<file path="config.mk">
export PLATFORM = sky130hd
export DESIGN_NAME = csmv_queue
export DESIGN_NICKNAME = d
export VERILOG_FILES = /design/src/rtl/csmv_pkg.sv /design/src/rtl/csmv_queue.sv
export SDC_FILE = /design/constraint.sdc
export NUM_CORES = 1
export LEC_CHECK = 0
export BUFFER_PORTS_ARGS = -buffer_cell sky130_fd_sc_hd__buf_2
export CORE_MARGIN = 1
export CORE_UTILIZATION = 45
export DETAILED_ROUTE_END_ITERATION = 12
export PLACE_DENSITY = 0.81
export RECOVER_POWER = 100
export SYNTH_ARGS = -nofsm -noshare
export SYNTH_HDL_FRONTEND = slang
export SYNTH_SLANG_ARGS = --single-unit
</file>
<file path="constraint.sdc">
create_clock -name clock -period 7.5 [get_ports clock]
set_input_delay 0.375 -clock clock [delete_from_list [all_inputs] [get_ports clock]]
set_output_delay 0.375 -clock clock [all_outputs]
set_load 0.1 [all_outputs]
</file>
<file path="src/rtl/csmv_pkg.sv">
package csmv_pkg;

   // fixed field widths
   localparam int IDX_W = 11;
   localparam int VAL_W = 32;
   localparam int Y_W = 64;
   localparam int CMD_W = 2;
   localparam int STATUS_W = 2;
   localparam int OP_W = 3;

   typedef logic [IDX_W-1:0] idx_type;

   // command codes on the request port
   localparam logic [CMD_W-1:0] CMD_LOAD_X = 2'd0;
   localparam logic [CMD_W-1:0] CMD_LOAD_Y = 2'd1;
   localparam logic [CMD_W-1:0] CMD_MATRIX = 2'd2;
   localparam logic [CMD_W-1:0] CMD_READ_Y = 2'd3;

   // classified operations handed to the back end
   localparam logic [OP_W-1:0] OP_RANGE = 3'd0;
   localparam logic [OP_W-1:0] OP_LOAD_X = 3'd1;
   localparam logic [OP_W-1:0] OP_LOAD_Y = 3'd2;
   localparam logic [OP_W-1:0] OP_READ_Y = 3'd3;
   localparam logic [OP_W-1:0] OP_MAC = 3'd4;

   // response status codes
   localparam logic [STATUS_W-1:0] ST_OK = 2'd0;
   localparam logic [STATUS_W-1:0] ST_RANGE = 2'd1;
   localparam logic [STATUS_W-1:0] ST_SAT = 2'd2;

   // control register map
   localparam int CSR_ADDR_W = 2;
   localparam int CSR_DATA_W = 11;
   localparam logic [CSR_ADDR_W-1:0] REG_SYMMETRIC = 2'd0;
   localparam logic [CSR_ADDR_W-1:0] REG_INDEX_BASE = 2'd1;
   localparam logic [CSR_ADDR_W-1:0] REG_VECTOR_LENGTH = 2'd2;
   localparam logic [IDX_W-1:0] VLEN_RESET = 11'd1024;

   // queue between front and back
   localparam int QUEUE_DEPTH = 2;
   localparam int QPTR_W = 1;
   localparam int QCNT_W = 2;

   // one classified item, indices already rebased and checked
   typedef struct packed {
      logic [OP_W-1:0]         op;
      logic                    mirror;
      idx_type                 row;
      idx_type                 col;
      logic signed [VAL_W-1:0] entry_value;
      logic signed [Y_W-1:0]   y_init;
   } item_type;

endpackage

</file>
<file path="src/rtl/csmv_queue.sv">
module csmv_queue (
   input  logic               clock,
   input  logic               reset,
   input  logic               push,
   input  csmv_pkg::item_type push_item,
   output logic               full,
   input  logic               pop,
   output logic               empty,
   output csmv_pkg::item_type head
);

   csmv_pkg::item_type                 slot_ff [csmv_pkg::QUEUE_DEPTH];
   logic [csmv_pkg::QPTR_W-1:0]        wr_ptr_ff, wr_ptr_in;
   logic [csmv_pkg::QPTR_W-1:0]        rd_ptr_ff, rd_ptr_in;
   logic [csmv_pkg::QCNT_W-1:0]        count_ff, count_in;

   assign full = (count_ff == csmv_pkg::QCNT_W'(csmv_pkg::QUEUE_DEPTH));
   assign empty = (count_ff == '0);
   assign head = slot_ff[rd_ptr_ff];

   // pointer and fill bookkeeping
   always_comb begin
      wr_ptr_in = wr_ptr_ff;
      rd_ptr_in = rd_ptr_ff;
      count_in = count_ff;
      if (push) begin
         wr_ptr_in = wr_ptr_ff + 1'b1;
      end
      if (pop) begin
         rd_ptr_in = rd_ptr_ff + 1'b1;
      end
      if (push && !pop) begin
         count_in = count_ff + 1'b1;
      end else if (pop && !push) begin
         count_in = count_ff - 1'b1;
      end
   end

   always_ff @(posedge clock) begin
      if (reset) begin
         wr_ptr_ff <= '0;
         rd_ptr_ff <= '0;
         count_ff <= '0;
      end else begin
         wr_ptr_ff <= wr_ptr_in;
         rd_ptr_ff <= rd_ptr_in;
         count_ff <= count_in;
      end
   end

   // slot storage
   always_ff @(posedge clock) begin
      if (push) begin
         slot_ff[wr_ptr_ff] <= push_item;
      end
   end

endmodule

</file>
=== Yosys cells after proc, flatten, opt, wreduce, memory -nomap -nowiden ===
Memory sizes are Yosys's and may differ from the RTL's. A register that Yosys moved wholly into a read port is not among the register bits.
Cells that the tools add are included.

* Register bits after elaboration: 4
* Bits in latches: 0
* Bits in writable memories: 244
* Bits in read-only memories: 0
* Input bits: 126
* Output and inout port bits: 124
* Word-level logic and storage cells: 21
* Memories kept: 1

* Add/sub/neg operators: 4
* $mul: 0
* Div/mod/pow operators: 0
* Magnitude comparators: 0
* Eq/ne operators: 1
* Shifts and indexed selects: 0
* Muxes and demuxes: 6
* Bitwise gates (word level): 0
* Reductions and logical operators: 6

{| class="wikitable"
|+ Memory list
! name !! depth !! bits a word !! rd ports !! clocked after memory_dff !! wr ports !! line !! source
|-
| slot_ff || 2 || 122 || 1 || 1 || 1 || csmv_queue.sv:12 || <nowiki>csmv_pkg::item_type slot_ff [csmv_pkg::QUEUE_DEPTH];</nowiki>
|}

{| class="wikitable"
|+ Operators by type and width
! kind !! count
|-
| two-way mux 1 bit || 4
|-
| two-way mux 2 bit || 2
|-
| adder 1 bit, second input constant || 2
|-
| adder 2 x 1 -> 2 bit, second input constant || 1
|-
| equality test 2 bit, second input constant || 1
|-
| logical AND 1 bit || 2
|-
| zero test 1 bit || 2
|-
| zero test 2 bit || 1
|-
| nonzero test 2 bit || 1
|-
| subtractor 2 x 1 -> 2 bit, second input constant || 1
|}

=== Logic depth before layout (Yosys ltp) ===
* Depth in word-level cells: 4
* Gate-level depth with buffers: 5
* Mapped depth without buffers: 5

=== Worst setup path before layout ===
OpenSTA, ideal clock, no wires.

* Path kind: reg2reg
* Start point: register wr_ptr_ff
* End point: memory slot_ff[0][0] (netlist bit) (enable)
* Setup time: 0.619 ns
* Arrival: 5.721 ns
* Setup slack: 1.160 ns
* Stages on the path, launching flop included: 2
* Buffers on the path: 0
* Period minus slack after synthesis: 6.340 ns
* Cells stage by stage: dfxtp_1 -> nor2b_1

{| class="wikitable"
|+ RTL lines
! what !! line !! source
|-
| start: declaration || csmv_queue.sv:13 || <nowiki>logic [csmv_pkg::QPTR_W-1:0] wr_ptr_ff, wr_ptr_in;</nowiki>
|-
| start signal: assignment || csmv_queue.sv:45 || <nowiki>wr_ptr_ff <= wr_ptr_in;</nowiki>
|-
| end: declaration || csmv_queue.sv:12 ||
|}

No word-level cell before the write port.

==> results_dict.tcl <==
set metrics [dict create \
    grt_pass1_vias 4861 \
    wirelength_um 16700 \
    worst_pin_slew_ns 3.38 \
    hold_start "push_item[75]" \
    max-slew-margin-rel_pct -125 \
    grt_overflow_total 0 \
    vdd_drop_max_mv 0.272 \
    grt_max_degree 74 \
    grt_use_total_pct 15.2 \
    hpwl_um 11000 \
    drv_cap 5 \
    cp-start-kind "flip-flop" \
    cts_root_buf "clkbuf_16" \
    rsz0062_at_grt "no" \
    path_delay_family "flip-flops" \
    dieHeight_um 146 \
    h-tree-depth 1 \
    finalHoldViolations 0 \
    gp_congestion 0.732 \
    cts_hold_repair.buffers 0 \
    synth-edff-count 244 \
    worst_hold_path_type "input port to flip-flop" \
    worst_clock_skew_ns 0.00630 \
    min_period_ns 5.29 \
    clock_path_buffers 3 \
    yosysMostFrequentCell "edfxtp_1" \
    cp.arrival_ns 4.92 \
    finalSetupViolCount 0 \
    fin_hold_ws_ns 0.0545 \
    reg2reg_to "slot_ff[1][3]" \
    start_util_pct 46.0 \
    n_fill_cell 1616 \
    crit_path_end_kind "primary output" \
    fin_util_pct 56.4 \
    layout.nets 795 \
    detail_route.vias_per_cell 4.82 \
    vias 4613 \
    clk_pin_slew_ns 0.06 \
    ys_seq_area_share_pct 79.5 \
    clock_latency_ns 0.50 \
    status "finished, violations left" \
    r2r-start "wr_ptr_ff" \
    slowest_delay_ns 2.41 \
    synth_area_um2 9340 \
    syn-instance-count 402 \
    wire_per_inst_um 17.4 \
    power_density_nw_per_um2 321 \
    worst-path-buf-inv 2 \
    holdPathEnd "slot_ff[0][75]" \
    dr.first_iter.drc_count 132 \
    core_um2 20300 \
    cts_resized 0 \
    netlist_top_cells_count "edfxtp_1, mux2_4, mux2_2" \
    post-route-period-util_pct 70.6 \
    numCtsBuffers 25 \
    synth_warnings 0 \
    cp_max_fo 70 \
    antenna_found_initial 2 \
    synth_fp_nets 529 \
    rows 52 \
    cts_tree "yes" \
    drcViolationCount 0 \
    die_area_um2 21300 \
    syn_to_final_growth_pct 22.6 \
    worstPathRequired_ns 7.12 \
    violations "max-capacitance violations, max-slew violations" \
    synth_cell_types 17 \
    drive_gt1_share_pct 43.1 \
    grt_pass1_wl_um 25300 \
    fmax_ghz 0.189 \
    async_flop_share_pct 0 \
    ys_ff_latch 249 \
    crit_path_top_delay_cell "dfxtp_1" \
    cp_cell_sequence "buf_4 > mux2_2 > buf_2" \
    ys.flop_type "edfxtp_1" \
    r2r_slack_ns 2.44 \
    ioPinCount 250 \
    die_x_um 146 \
    setup_tns_ns 0 \
    dr.pass1.iters 4 \
    r2r_cells 2 \
    yosysTopAreaCellShare_pct 78.4 \
    synth_area_leaders "edfxtp_1, mux2_4, mux2_2" \
    syn_area_per_cell_um2 23.2 \
    ant_nets 0 \
    p_leak_nw 4.19 \
    io_buffers 249 \
    cts_sinks 249 \
    worstHoldPathCells 1 \
    maxSlewViolCount 304 \
    path_class "flip-flop to primary output" \
    cts_setup_buffers 0 \
    power_w 0.00368 \
    yosys.area.top_type "edfxtp_1" \
]
## worst register-to-register path, stage by stage, from the launching register on
cell      delay (ns)
dfxtp_1         0.40
and2_0          2.46
clkbuf_2        1.72
## stage by stage
stage          worst slack (ns)  cell area [µm²]  cells
2_1_floorplan              1.16             9340    402
3_3_place_gp               4.35            10800    911
3_5_place_dp               4.30            10800    911
4_1_cts                    3.75            11600    956
5_1_grt                    1.84            11500    957
6_report                   2.21            11500    958
## state kept, by name, summed over array words and instances, names as in the netlist, named ones only
name and flops:
wr_ptr_ff 1, rd_ptr_ff 1, slot_ff 244, count_ff 2
## layer usage
| layer | track usage [%] | routed length (µm) |
|---|---|---|
| met1 | 17.7 | 6580 |
| met2 | 27.0 | 8320 |
| met3 | 4.88 | 1380 |
| met4 | 4.32 | 400 |
| met5 | 0 | 0 |
## layout by cell type (no fill, tap or decap)
cell type and n:
nor2b_4 1, inv_8 1, diode_2 2, a21oi_1 1, xnor2_1 2, nor2_1 5
ha_1 1, mux2_2 41, dfxtp_1 5, bufinv_16 2, xor2_1 2, clkbuf_1 113
buf_2 138, and2_0 1, mux2_4 76, buf_4 1, clkbuf_2 2, or3_1 1
o21ai_0 1, mux2_1 5, edfxtp_1 244, clkinvlp_4 4, clkinv_2 4, inv_1 1
nor2b_1 1, clkinv_1 7, clkinv_4 1, clkbuf_16 25
## layout make-up
| type | count | area (µm²) | share of cell area, % |
|---|---|---|---|
| inverters | 1 | 3.75 | 0.0328 |
| repair buffers | 253 | 1130 | 9.85 |
| well taps | 270 | 338 | 2.95 |
| clock inverters | 19 | 156 | 1.37 |
| diodes | 2 | 5.00 | 0.0437 |
| clock buffers | 26 | 629 | 5.49 |
| multi-input cells | 138 | 1770 | 15.4 |
| flip-flops and latches | 249 | 7430 | 64.8 |
## worst max path at each step
stage / from / to / slack (ns) / cells past startpoint
6_report: flip-flop / head[9] / 2.21 / 3
5_1_grt: wr_ptr_ff / slot_ff[1][118] / 1.84 / 2
4_1_cts: flip-flop / head[9] / 3.75 / 3
3_5_place_dp: flip-flop / head[9] / 4.30 / 3
3_3_place_gp: flip-flop / head[3] / 4.35 / 3
2_1_floorplan: wr_ptr_ff / slot_ff[0][0] / 1.16 / 1
## report_power, final
group	total (W)	switching (W)	leakage, nW	internal (W)
Clock	0.00117	0.000487	0.375	0.000680
Combinational	0.000849	0.000679	1.49	0.000170
Sequential	0.00167	0.0000358	2.33	0.00163
## cell families (layout without fill, tap and decap cells)
group	count (synthesis)	count (layout)	share of synthesized area, %
adders and majority gates	1	1	0.134
and+or+nand+nor	9	9	0.469
xor gates and xnor gates	4	4	0.375
AOI/OAI and AO/OA	2	2	0.107
buffers and inverters	15	299	1.50
other	0	2	0
DFF	249	249	79.5
muxes	122	122	17.9
(Power assumes the default switching activity.)
