--- config.mk ---
export PLATFORM = sky130hd
export DESIGN_NAME = csmv_front
export DESIGN_NICKNAME = d
export VERILOG_FILES = /design/src/rtl/csmv_pkg.sv /design/src/rtl/csmv_front.sv
export SDC_FILE = /design/constraint.sdc
export NUM_CORES = 1
export LEC_CHECK = 0
export ABC_AREA = 1
export BUFFER_PORTS_ARGS = -buffer_cell sky130_fd_sc_hd__buf_2
export CORE_AREA = 2 2 102 104
export CTS_CLUSTER_DIAMETER = 40
export CTS_CLUSTER_SIZE = 20
export DETAILED_ROUTE_END_ITERATION = 7
export DIE_AREA = 0 0 104 106
export PLACE_DENSITY = 0.75
export SLEW_MARGIN = 20
export SYNTH_ARGS = -nofsm -noshare
export SYNTH_HDL_FRONTEND = slang
export SYNTH_SLANG_ARGS = --single-unit
export TNS_END_PERCENT = 30
--- constraint.sdc ---
create_clock -name clock -period 2.8 [get_ports clock]
set_input_delay 0.42 -clock clock [delete_from_list [all_inputs] [get_ports clock]]
set_output_delay 0.42 -clock clock [all_outputs]
set_load 0.05 [all_outputs]
--- src/rtl/csmv_pkg.sv ---
package csmv_pkg;

   // fixed field widths
   localparam int IDX_W = 11;
   localparam int VAL_W = 32;
   localparam int Y_W = 64;
   localparam int CMD_W = 2;
   localparam int STATUS_W = 2;
   localparam int OP_W = 3;

   typedef logic [IDX_W-1:0] idx_type;

   // command codes on the request port
   localparam logic [CMD_W-1:0] CMD_LOAD_X = 2'd0;
   localparam logic [CMD_W-1:0] CMD_LOAD_Y = 2'd1;
   localparam logic [CMD_W-1:0] CMD_MATRIX = 2'd2;
   localparam logic [CMD_W-1:0] CMD_READ_Y = 2'd3;

   // classified operations handed to the back end
   localparam logic [OP_W-1:0] OP_RANGE = 3'd0;
   localparam logic [OP_W-1:0] OP_LOAD_X = 3'd1;
   localparam logic [OP_W-1:0] OP_LOAD_Y = 3'd2;
   localparam logic [OP_W-1:0] OP_READ_Y = 3'd3;
   localparam logic [OP_W-1:0] OP_MAC = 3'd4;

   // response status codes
   localparam logic [STATUS_W-1:0] ST_OK = 2'd0;
   localparam logic [STATUS_W-1:0] ST_RANGE = 2'd1;
   localparam logic [STATUS_W-1:0] ST_SAT = 2'd2;

   // control register map
   localparam int CSR_ADDR_W = 2;
   localparam int CSR_DATA_W = 11;
   localparam logic [CSR_ADDR_W-1:0] REG_SYMMETRIC = 2'd0;
   localparam logic [CSR_ADDR_W-1:0] REG_INDEX_BASE = 2'd1;
   localparam logic [CSR_ADDR_W-1:0] REG_VECTOR_LENGTH = 2'd2;
   localparam logic [IDX_W-1:0] VLEN_RESET = 11'd1024;

   // queue between front and back
   localparam int QUEUE_DEPTH = 2;
   localparam int QPTR_W = 1;
   localparam int QCNT_W = 2;

   // one classified item, indices already rebased and checked
   typedef struct packed {
      logic [OP_W-1:0]         op;
      logic                    mirror;
      idx_type                 row;
      idx_type                 col;
      logic signed [VAL_W-1:0] entry_value;
      logic signed [Y_W-1:0]   y_init;
   } item_type;

endpackage

--- src/rtl/csmv_front.sv ---
module csmv_front #(
   parameter int MAX_N = 1024
) (
   input  logic                                     clock,
   input  logic                                     reset,
   input  logic                                     start,
   output logic                                     busy,
   input  logic [csmv_pkg::CMD_W-1:0]               req_cmd,
   input  logic [csmv_pkg::IDX_W-1:0]               req_row_index,
   input  logic [csmv_pkg::IDX_W-1:0]               req_col_index,
   input  logic signed [csmv_pkg::VAL_W-1:0]        req_entry_value,
   input  logic signed [csmv_pkg::Y_W-1:0]          req_y_init,
   input  logic                                     csr_valid,
   output logic                                     csr_ready,
   input  logic [csmv_pkg::CSR_ADDR_W-1:0]          csr_index,
   input  logic [csmv_pkg::CSR_DATA_W-1:0]          csr_data,
   input  logic                                     q_full,
   output logic                                     q_push,
   output csmv_pkg::item_type                       q_item
);

   localparam int IW = csmv_pkg::IDX_W;
   localparam int LIM = (MAX_N < (1 << IW)) ? MAX_N : (1 << IW);
   localparam logic [IW:0] LIMIT = (IW + 1)'(LIM);

   logic           sym_ff, sym_in;
   logic           base_ff, base_in;
   logic [IW-1:0]  vlen_ff, vlen_in;
   logic [IW-1:0]  row_adj, col_adj;
   logic           row_ok, col_ok;

   // control registers, always ready
   assign csr_ready = 1'b1;

   always_comb begin
      sym_in = sym_ff;
      base_in = base_ff;
      vlen_in = vlen_ff;
      if (csr_valid && csr_ready) begin
         case (csr_index)
            csmv_pkg::REG_SYMMETRIC: sym_in = csr_data[0];
            csmv_pkg::REG_INDEX_BASE: base_in = csr_data[0];
            csmv_pkg::REG_VECTOR_LENGTH: vlen_in = csr_data[IW-1:0];
            default: ;
         endcase
      end
   end

   always_ff @(posedge clock) begin
      if (reset) begin
         sym_ff <= 1'b0;
         base_ff <= 1'b0;
         vlen_ff <= csmv_pkg::VLEN_RESET;
      end else begin
         sym_ff <= sym_in;
         base_ff <= base_in;
         vlen_ff <= vlen_in;
      end
   end

   // rebase and range check both indices
   assign row_adj = req_row_index - IW'(base_ff);
   assign col_adj = req_col_index - IW'(base_ff);
   assign row_ok = (req_row_index >= IW'(base_ff)) && (row_adj < vlen_ff)
                   && ({1'b0, row_adj} < LIMIT);
   assign col_ok = (req_col_index >= IW'(base_ff)) && (col_adj < vlen_ff)
                   && ({1'b0, col_adj} < LIMIT);

   // accept while the queue has room
   assign busy = q_full;
   assign q_push = start && !busy;

   // classify the beat
   always_comb begin
      q_item.op = csmv_pkg::OP_RANGE;
      q_item.mirror = 1'b0;
      q_item.row = row_adj;
      q_item.col = col_adj;
      q_item.entry_value = req_entry_value;
      q_item.y_init = req_y_init;
      if (row_ok) begin
         unique case (req_cmd)
            csmv_pkg::CMD_LOAD_X: q_item.op = csmv_pkg::OP_LOAD_X;
            csmv_pkg::CMD_LOAD_Y: q_item.op = csmv_pkg::OP_LOAD_Y;
            csmv_pkg::CMD_READ_Y: q_item.op = csmv_pkg::OP_READ_Y;
            csmv_pkg::CMD_MATRIX: begin
               if (col_ok) begin
                  q_item.op = csmv_pkg::OP_MAC;
                  q_item.mirror = sym_ff && (row_adj != col_adj);
               end
            end
            default: q_item.op = csmv_pkg::OP_RANGE;
         endcase
      end
   end

endmodule

======== Word-level counts from Yosys, hierarchy flattened ========
Index checks and enable logic that the tools add are counted.
operators by class
  muxes and demuxes ....................... 4
  add/sub/neg operators ................... 2
  order comparisons ....................... 6
  equal/unequal tests ..................... 6
  reduce and logical (&&, ||, !) cells .... 12
operators by type and width
  kind                    count
  $ge A11 B1 Y1           2
  $lt A11 B11 Y1          2
  $lt A11 B11 Y1 const B  2
  $sub A11 B1 Y11         2
  $pmux W3 S4             1
  $ne A11 B11 Y1          1
  $mux W4                 2
  $eq A2 B2 Y1 const B    3
  $logic_and A1 B1 Y1     6
  $reduce_and A2 Y1       3
  $eq A2 B1 Y1 const B    2
  $logic_not A2 Y1        2
  $logic_not A1 Y1        1
  $mux W1                 1
storage, ports and cells
  input bits .............................. 138
  output and inout bits ................... 125
  register bits after elaboration ......... 13

======== Depth between registers and ports, before layout ========
  depth after elaboration ................. 7
  gate-level depth with buffers ........... 19
  mapped depth without buffers ............ 19

======== Worst setup path before layout ========
No wires, ideal clock.
  path kind ............................... input -> output
  start point ............................. input port req_row_index[0] in the netlist's numbering
  end point ............................... output port q_item[118] in the netlist's numbering
  stages .................................. 12
  required time ........................... 2,380 ps
  data arrival time ....................... 3,369 ps
  path slack .............................. -989 ps
  buffers on the path ..................... 0
  cell sequence ........................... inv_1 ha_1 ha_1 xor2_1 ha_1 a21oi_1 a21oi_1 nor2_1 nand3_2 clkinv_1 nand3_1 nor2_1
RTL lines
  element      line              text
  from (decl)  csmv_front.sv:9   input logic [csmv_pkg::IDX_W-1:0] req_row_index,
  to (decl)    csmv_front.sv:19  output csmv_pkg::item_type q_item

==> results.cfg <==
[clock_tree]
ctsHoldBuffers = 0
clock_path_buffers = 2
root_buffer = clkbuf_8
post_cts_buffers = 0
cts.sinks = 13
htreeDepth = 1
tritoncts = built
numCtsBuffers = 3
clock_latency_ns = 0.24
clkTransAtPathRegs_ns = 0.05

[routing]
drt_wl_total_um = 8240
num_vias = 2736
viasPerCell = 4.34
wl_met3_um = 629
highest_layer = met4
wl_met1_um = 3560
wl_met2_um = 3660
ant_nets = 0
drt-wirelength-per-cell_um = 13.1
first_iter_violations = 82
drt-pass1-iter-count = 4
drc = 0

[power]
sw_frac_of_total_pct = 42.9
netSwitchingPower_uw = 358
power_density_mw_per_mm2 = 246
peakVddDrop_mv = 0.229
intPower_uw = 476
power.share.clock_pct = 19.8
power.share.sequential_pct = 23.9
leakagePower_nw = 1.77
combPwrFrac_pct = 56.3

[floorplanning]
initial_utilization_pct = 27.6
die_area_mm2 = 0.0110
die_y_um = 106
io_pins = 263
rows = 37
die_width_um = 104
core_mm2 = 0.0100

[final_layout]
antenna_cells = 0
layout_commonest_cell = nand2_1
drive_above_1_share_pct = 38.6
mostFrequentLayoutCells = nand2_1 (118), buf_2 (65), buf_4 (61), inv_1 (52), nor2_1 (35)
fin_nets = 662
final_core_util_pct = 33.9
syn_to_final_growth_pct = 22.7

[outcome]
violations = negative setup slack
status = finished, violations left

[setup_path]
arrival_ns = 2.56
cpMostUsedCell = ha_4
critPathKind = reg2out
end_kind = output pin
r2r_start = base_ff
max_stage_delay_ns = 0.38
r2r_slack_ns = 1.99
cp.required_ns = 2.38
path_max_fanout = 4
r2r_end = base_ff
crit_path_start_kind = flip-flop
crit_chain = ha_4 -> ha_4 -> nand2_4 -> nor2_4 -> buf_6 -> nand3_4 -> nand2_8 -> ha_4 -> nand2_2 -> inv_1 -> nor2_1 -> o21a_1 -> nand2_1 -> nor2_1 -> nand3_2 -> clkinv_2 -> nand3_2 -> nor2_4 -> buf_6
crit_slowest_cell = dfxtp_4
rr_worst_depth = 3

[global_route]
grtUsageTotal_pct = 14.5
grt_pass1_vias = 2539
overflow = 0
grt_max_degree = 20
grt_pass1_wl_um = 12700
antenna_found_initial = 0

[hold_path]
hp-class = in2reg
hold_start = reset
min_to = base_ff
min_path_cells = 2

[sta]
rsz0062_at_grt = yes
setup_viol = 4
final.setup.tns_ns = -0.673
period_needed_ns = 2.98
fmax_mhz = 336
fin_ws_ns = -0.177
maxSlewViolCount = 0
fin_skew_ns = 0
timing.hold.ws_ns = 0.369
finalCritPeriodShare_pct = 106
final-hold-violation-count = 0

[synthesis]
syn_nets = 626
ys_ff_latch = 13
synth_cell_types = 29
synth_area_mm2 = 0.00276
synth_area_per_cell_um2 = 6.00
synthCells = 460
synth-warning-count = 0
synth-seq-area-share_pct = 9.43

[placement]
post-place-ws_ns = -0.280
hpwl_um = 7270
port_buffers = 69
routabilityCongestion = 0.829

[run]
maxCapViolations = 0
==> registers in the layout, summed over array words and instances (netlist names) <==
name     cells
base_ff      1
sym_ff       1
vlen_ff     11
==> metal layers <==
metal	vias to the layer above	GRT usage (%)
li1	1399	-
met1	1184	17.2
met2	102	24.5
met3	51	2.94
met4	0	7.92
met5	-	0
==> critical path, delay by kind of cell, from the launching register on <==
kind	cells	cell delay, ns
AO/OA/AOI/OAI	1	0.13
buffers and inverters	4	0.40
flip-flops	1	0.38
adder cells (fa/ha/maj)	3	0.50
AND/OR/NAND/NOR	11	0.92
==> stage by stage <==
| step | area [um2] | total power [mW] | std cells |
|---|---|---|---|
| finish | 3390 | 0.834 | 631 |
| global route | 3390 | 0.895 | 631 |
| CTS | 3360 | 0.837 | 631 |
| detailed placement | 3230 | 0.659 | 627 |
| global placement | 3230 | 0.653 | 627 |
| floorplan | 3000 | 0.852 | 460 |
==> Yosys cell counts <==
cell type / n / share of area (%)
nand3b_1: 2 / 0.54
o21ai_0: 12 / 2.2
o21a_1: 1 / 0.27
conb_1: 1 / 0.14
clkbuf_1: 1 / 0.14
a21o_1: 1 / 0.27
nand3_2: 1 / 0.36
inv_1: 54 / 7.3
buf_4: 98 / 27
a21oi_1: 18 / 3.3
nand4_1: 4 / 0.91
nand2_2: 6 / 1.4
ha_1: 28 / 13
nand3_1: 19 / 3.4
clkinv_1: 1 / 0.14
buf_2: 1 / 0.18
nor2_4: 3 / 1.2
inv_2: 2 / 0.27
nor3_1: 4 / 0.73
o211ai_1: 1 / 0.27
nor2_2: 7 / 1.6
xnor2_1: 2 / 0.63
nor2_1: 39 / 5.3
a31oi_1: 3 / 0.68
xor2_1: 5 / 1.6
dfxtp_1: 13 / 9.4
nand2_1: 130 / 18
o31ai_1: 1 / 0.27
nor4_1: 2 / 0.45
==> area by class of cell <==
class                           instances  area, um2
Clock buffer                            4       45.0
Fill cell                            1117       6610
Inverter                               57        215
Multi-Input combinational cell        290       1850
Sequential cell                        13        264
Tap cell                              136        170
Timing Repair Buffer                  131        840
==> power groups by stage <==
stage               sequential [mW]  clock [mW]  combinational (mW)
floorplan                     0.202           0               0.650
global placement              0.203           0               0.450
detailed placement            0.203           0               0.456
CTS                           0.199       0.168               0.469
global route                  0.200       0.178               0.517
finish                        0.199       0.165               0.470
==> worst max path at each step <==
stage / start / to / slack, ns / cells after the start
3_3_place_gp: req_col_index[0] / q_item[118] / -0.27 / 18
2_1_floorplan: req_row_index[0] / q_item[118] / -0.14 / 19
4_1_cts: base_ff / q_item[118] / -0.22 / 17
3_5_place_dp: req_row_index[0] / q_item[118] / -0.28 / 21
5_1_grt: base_ff / q_item[120] / -0.43 / 18
6_report: base_ff / q_item[118] / -0.18 / 19
==> logic make-up (layout without fill, tap and decap cells) <==
logic type	after synthesis	after routing	synth area share, %
simple gates	217	217	33.6
other cells	1	1	0.136
fa+ha+maj	28	28	12.7
flops	13	13	9.43
buf+inv	157	192	34.7
xor+xnor	7	7	2.22
compound gates	37	37	7.21
==> what timing repair did <==
item / in CTS / in global routing
endpoints found under the setup margin: 4 / 4
gates resized for setup: 19 / 4
pin swaps: 2 / 1
(Power assumes the default switching activity.)
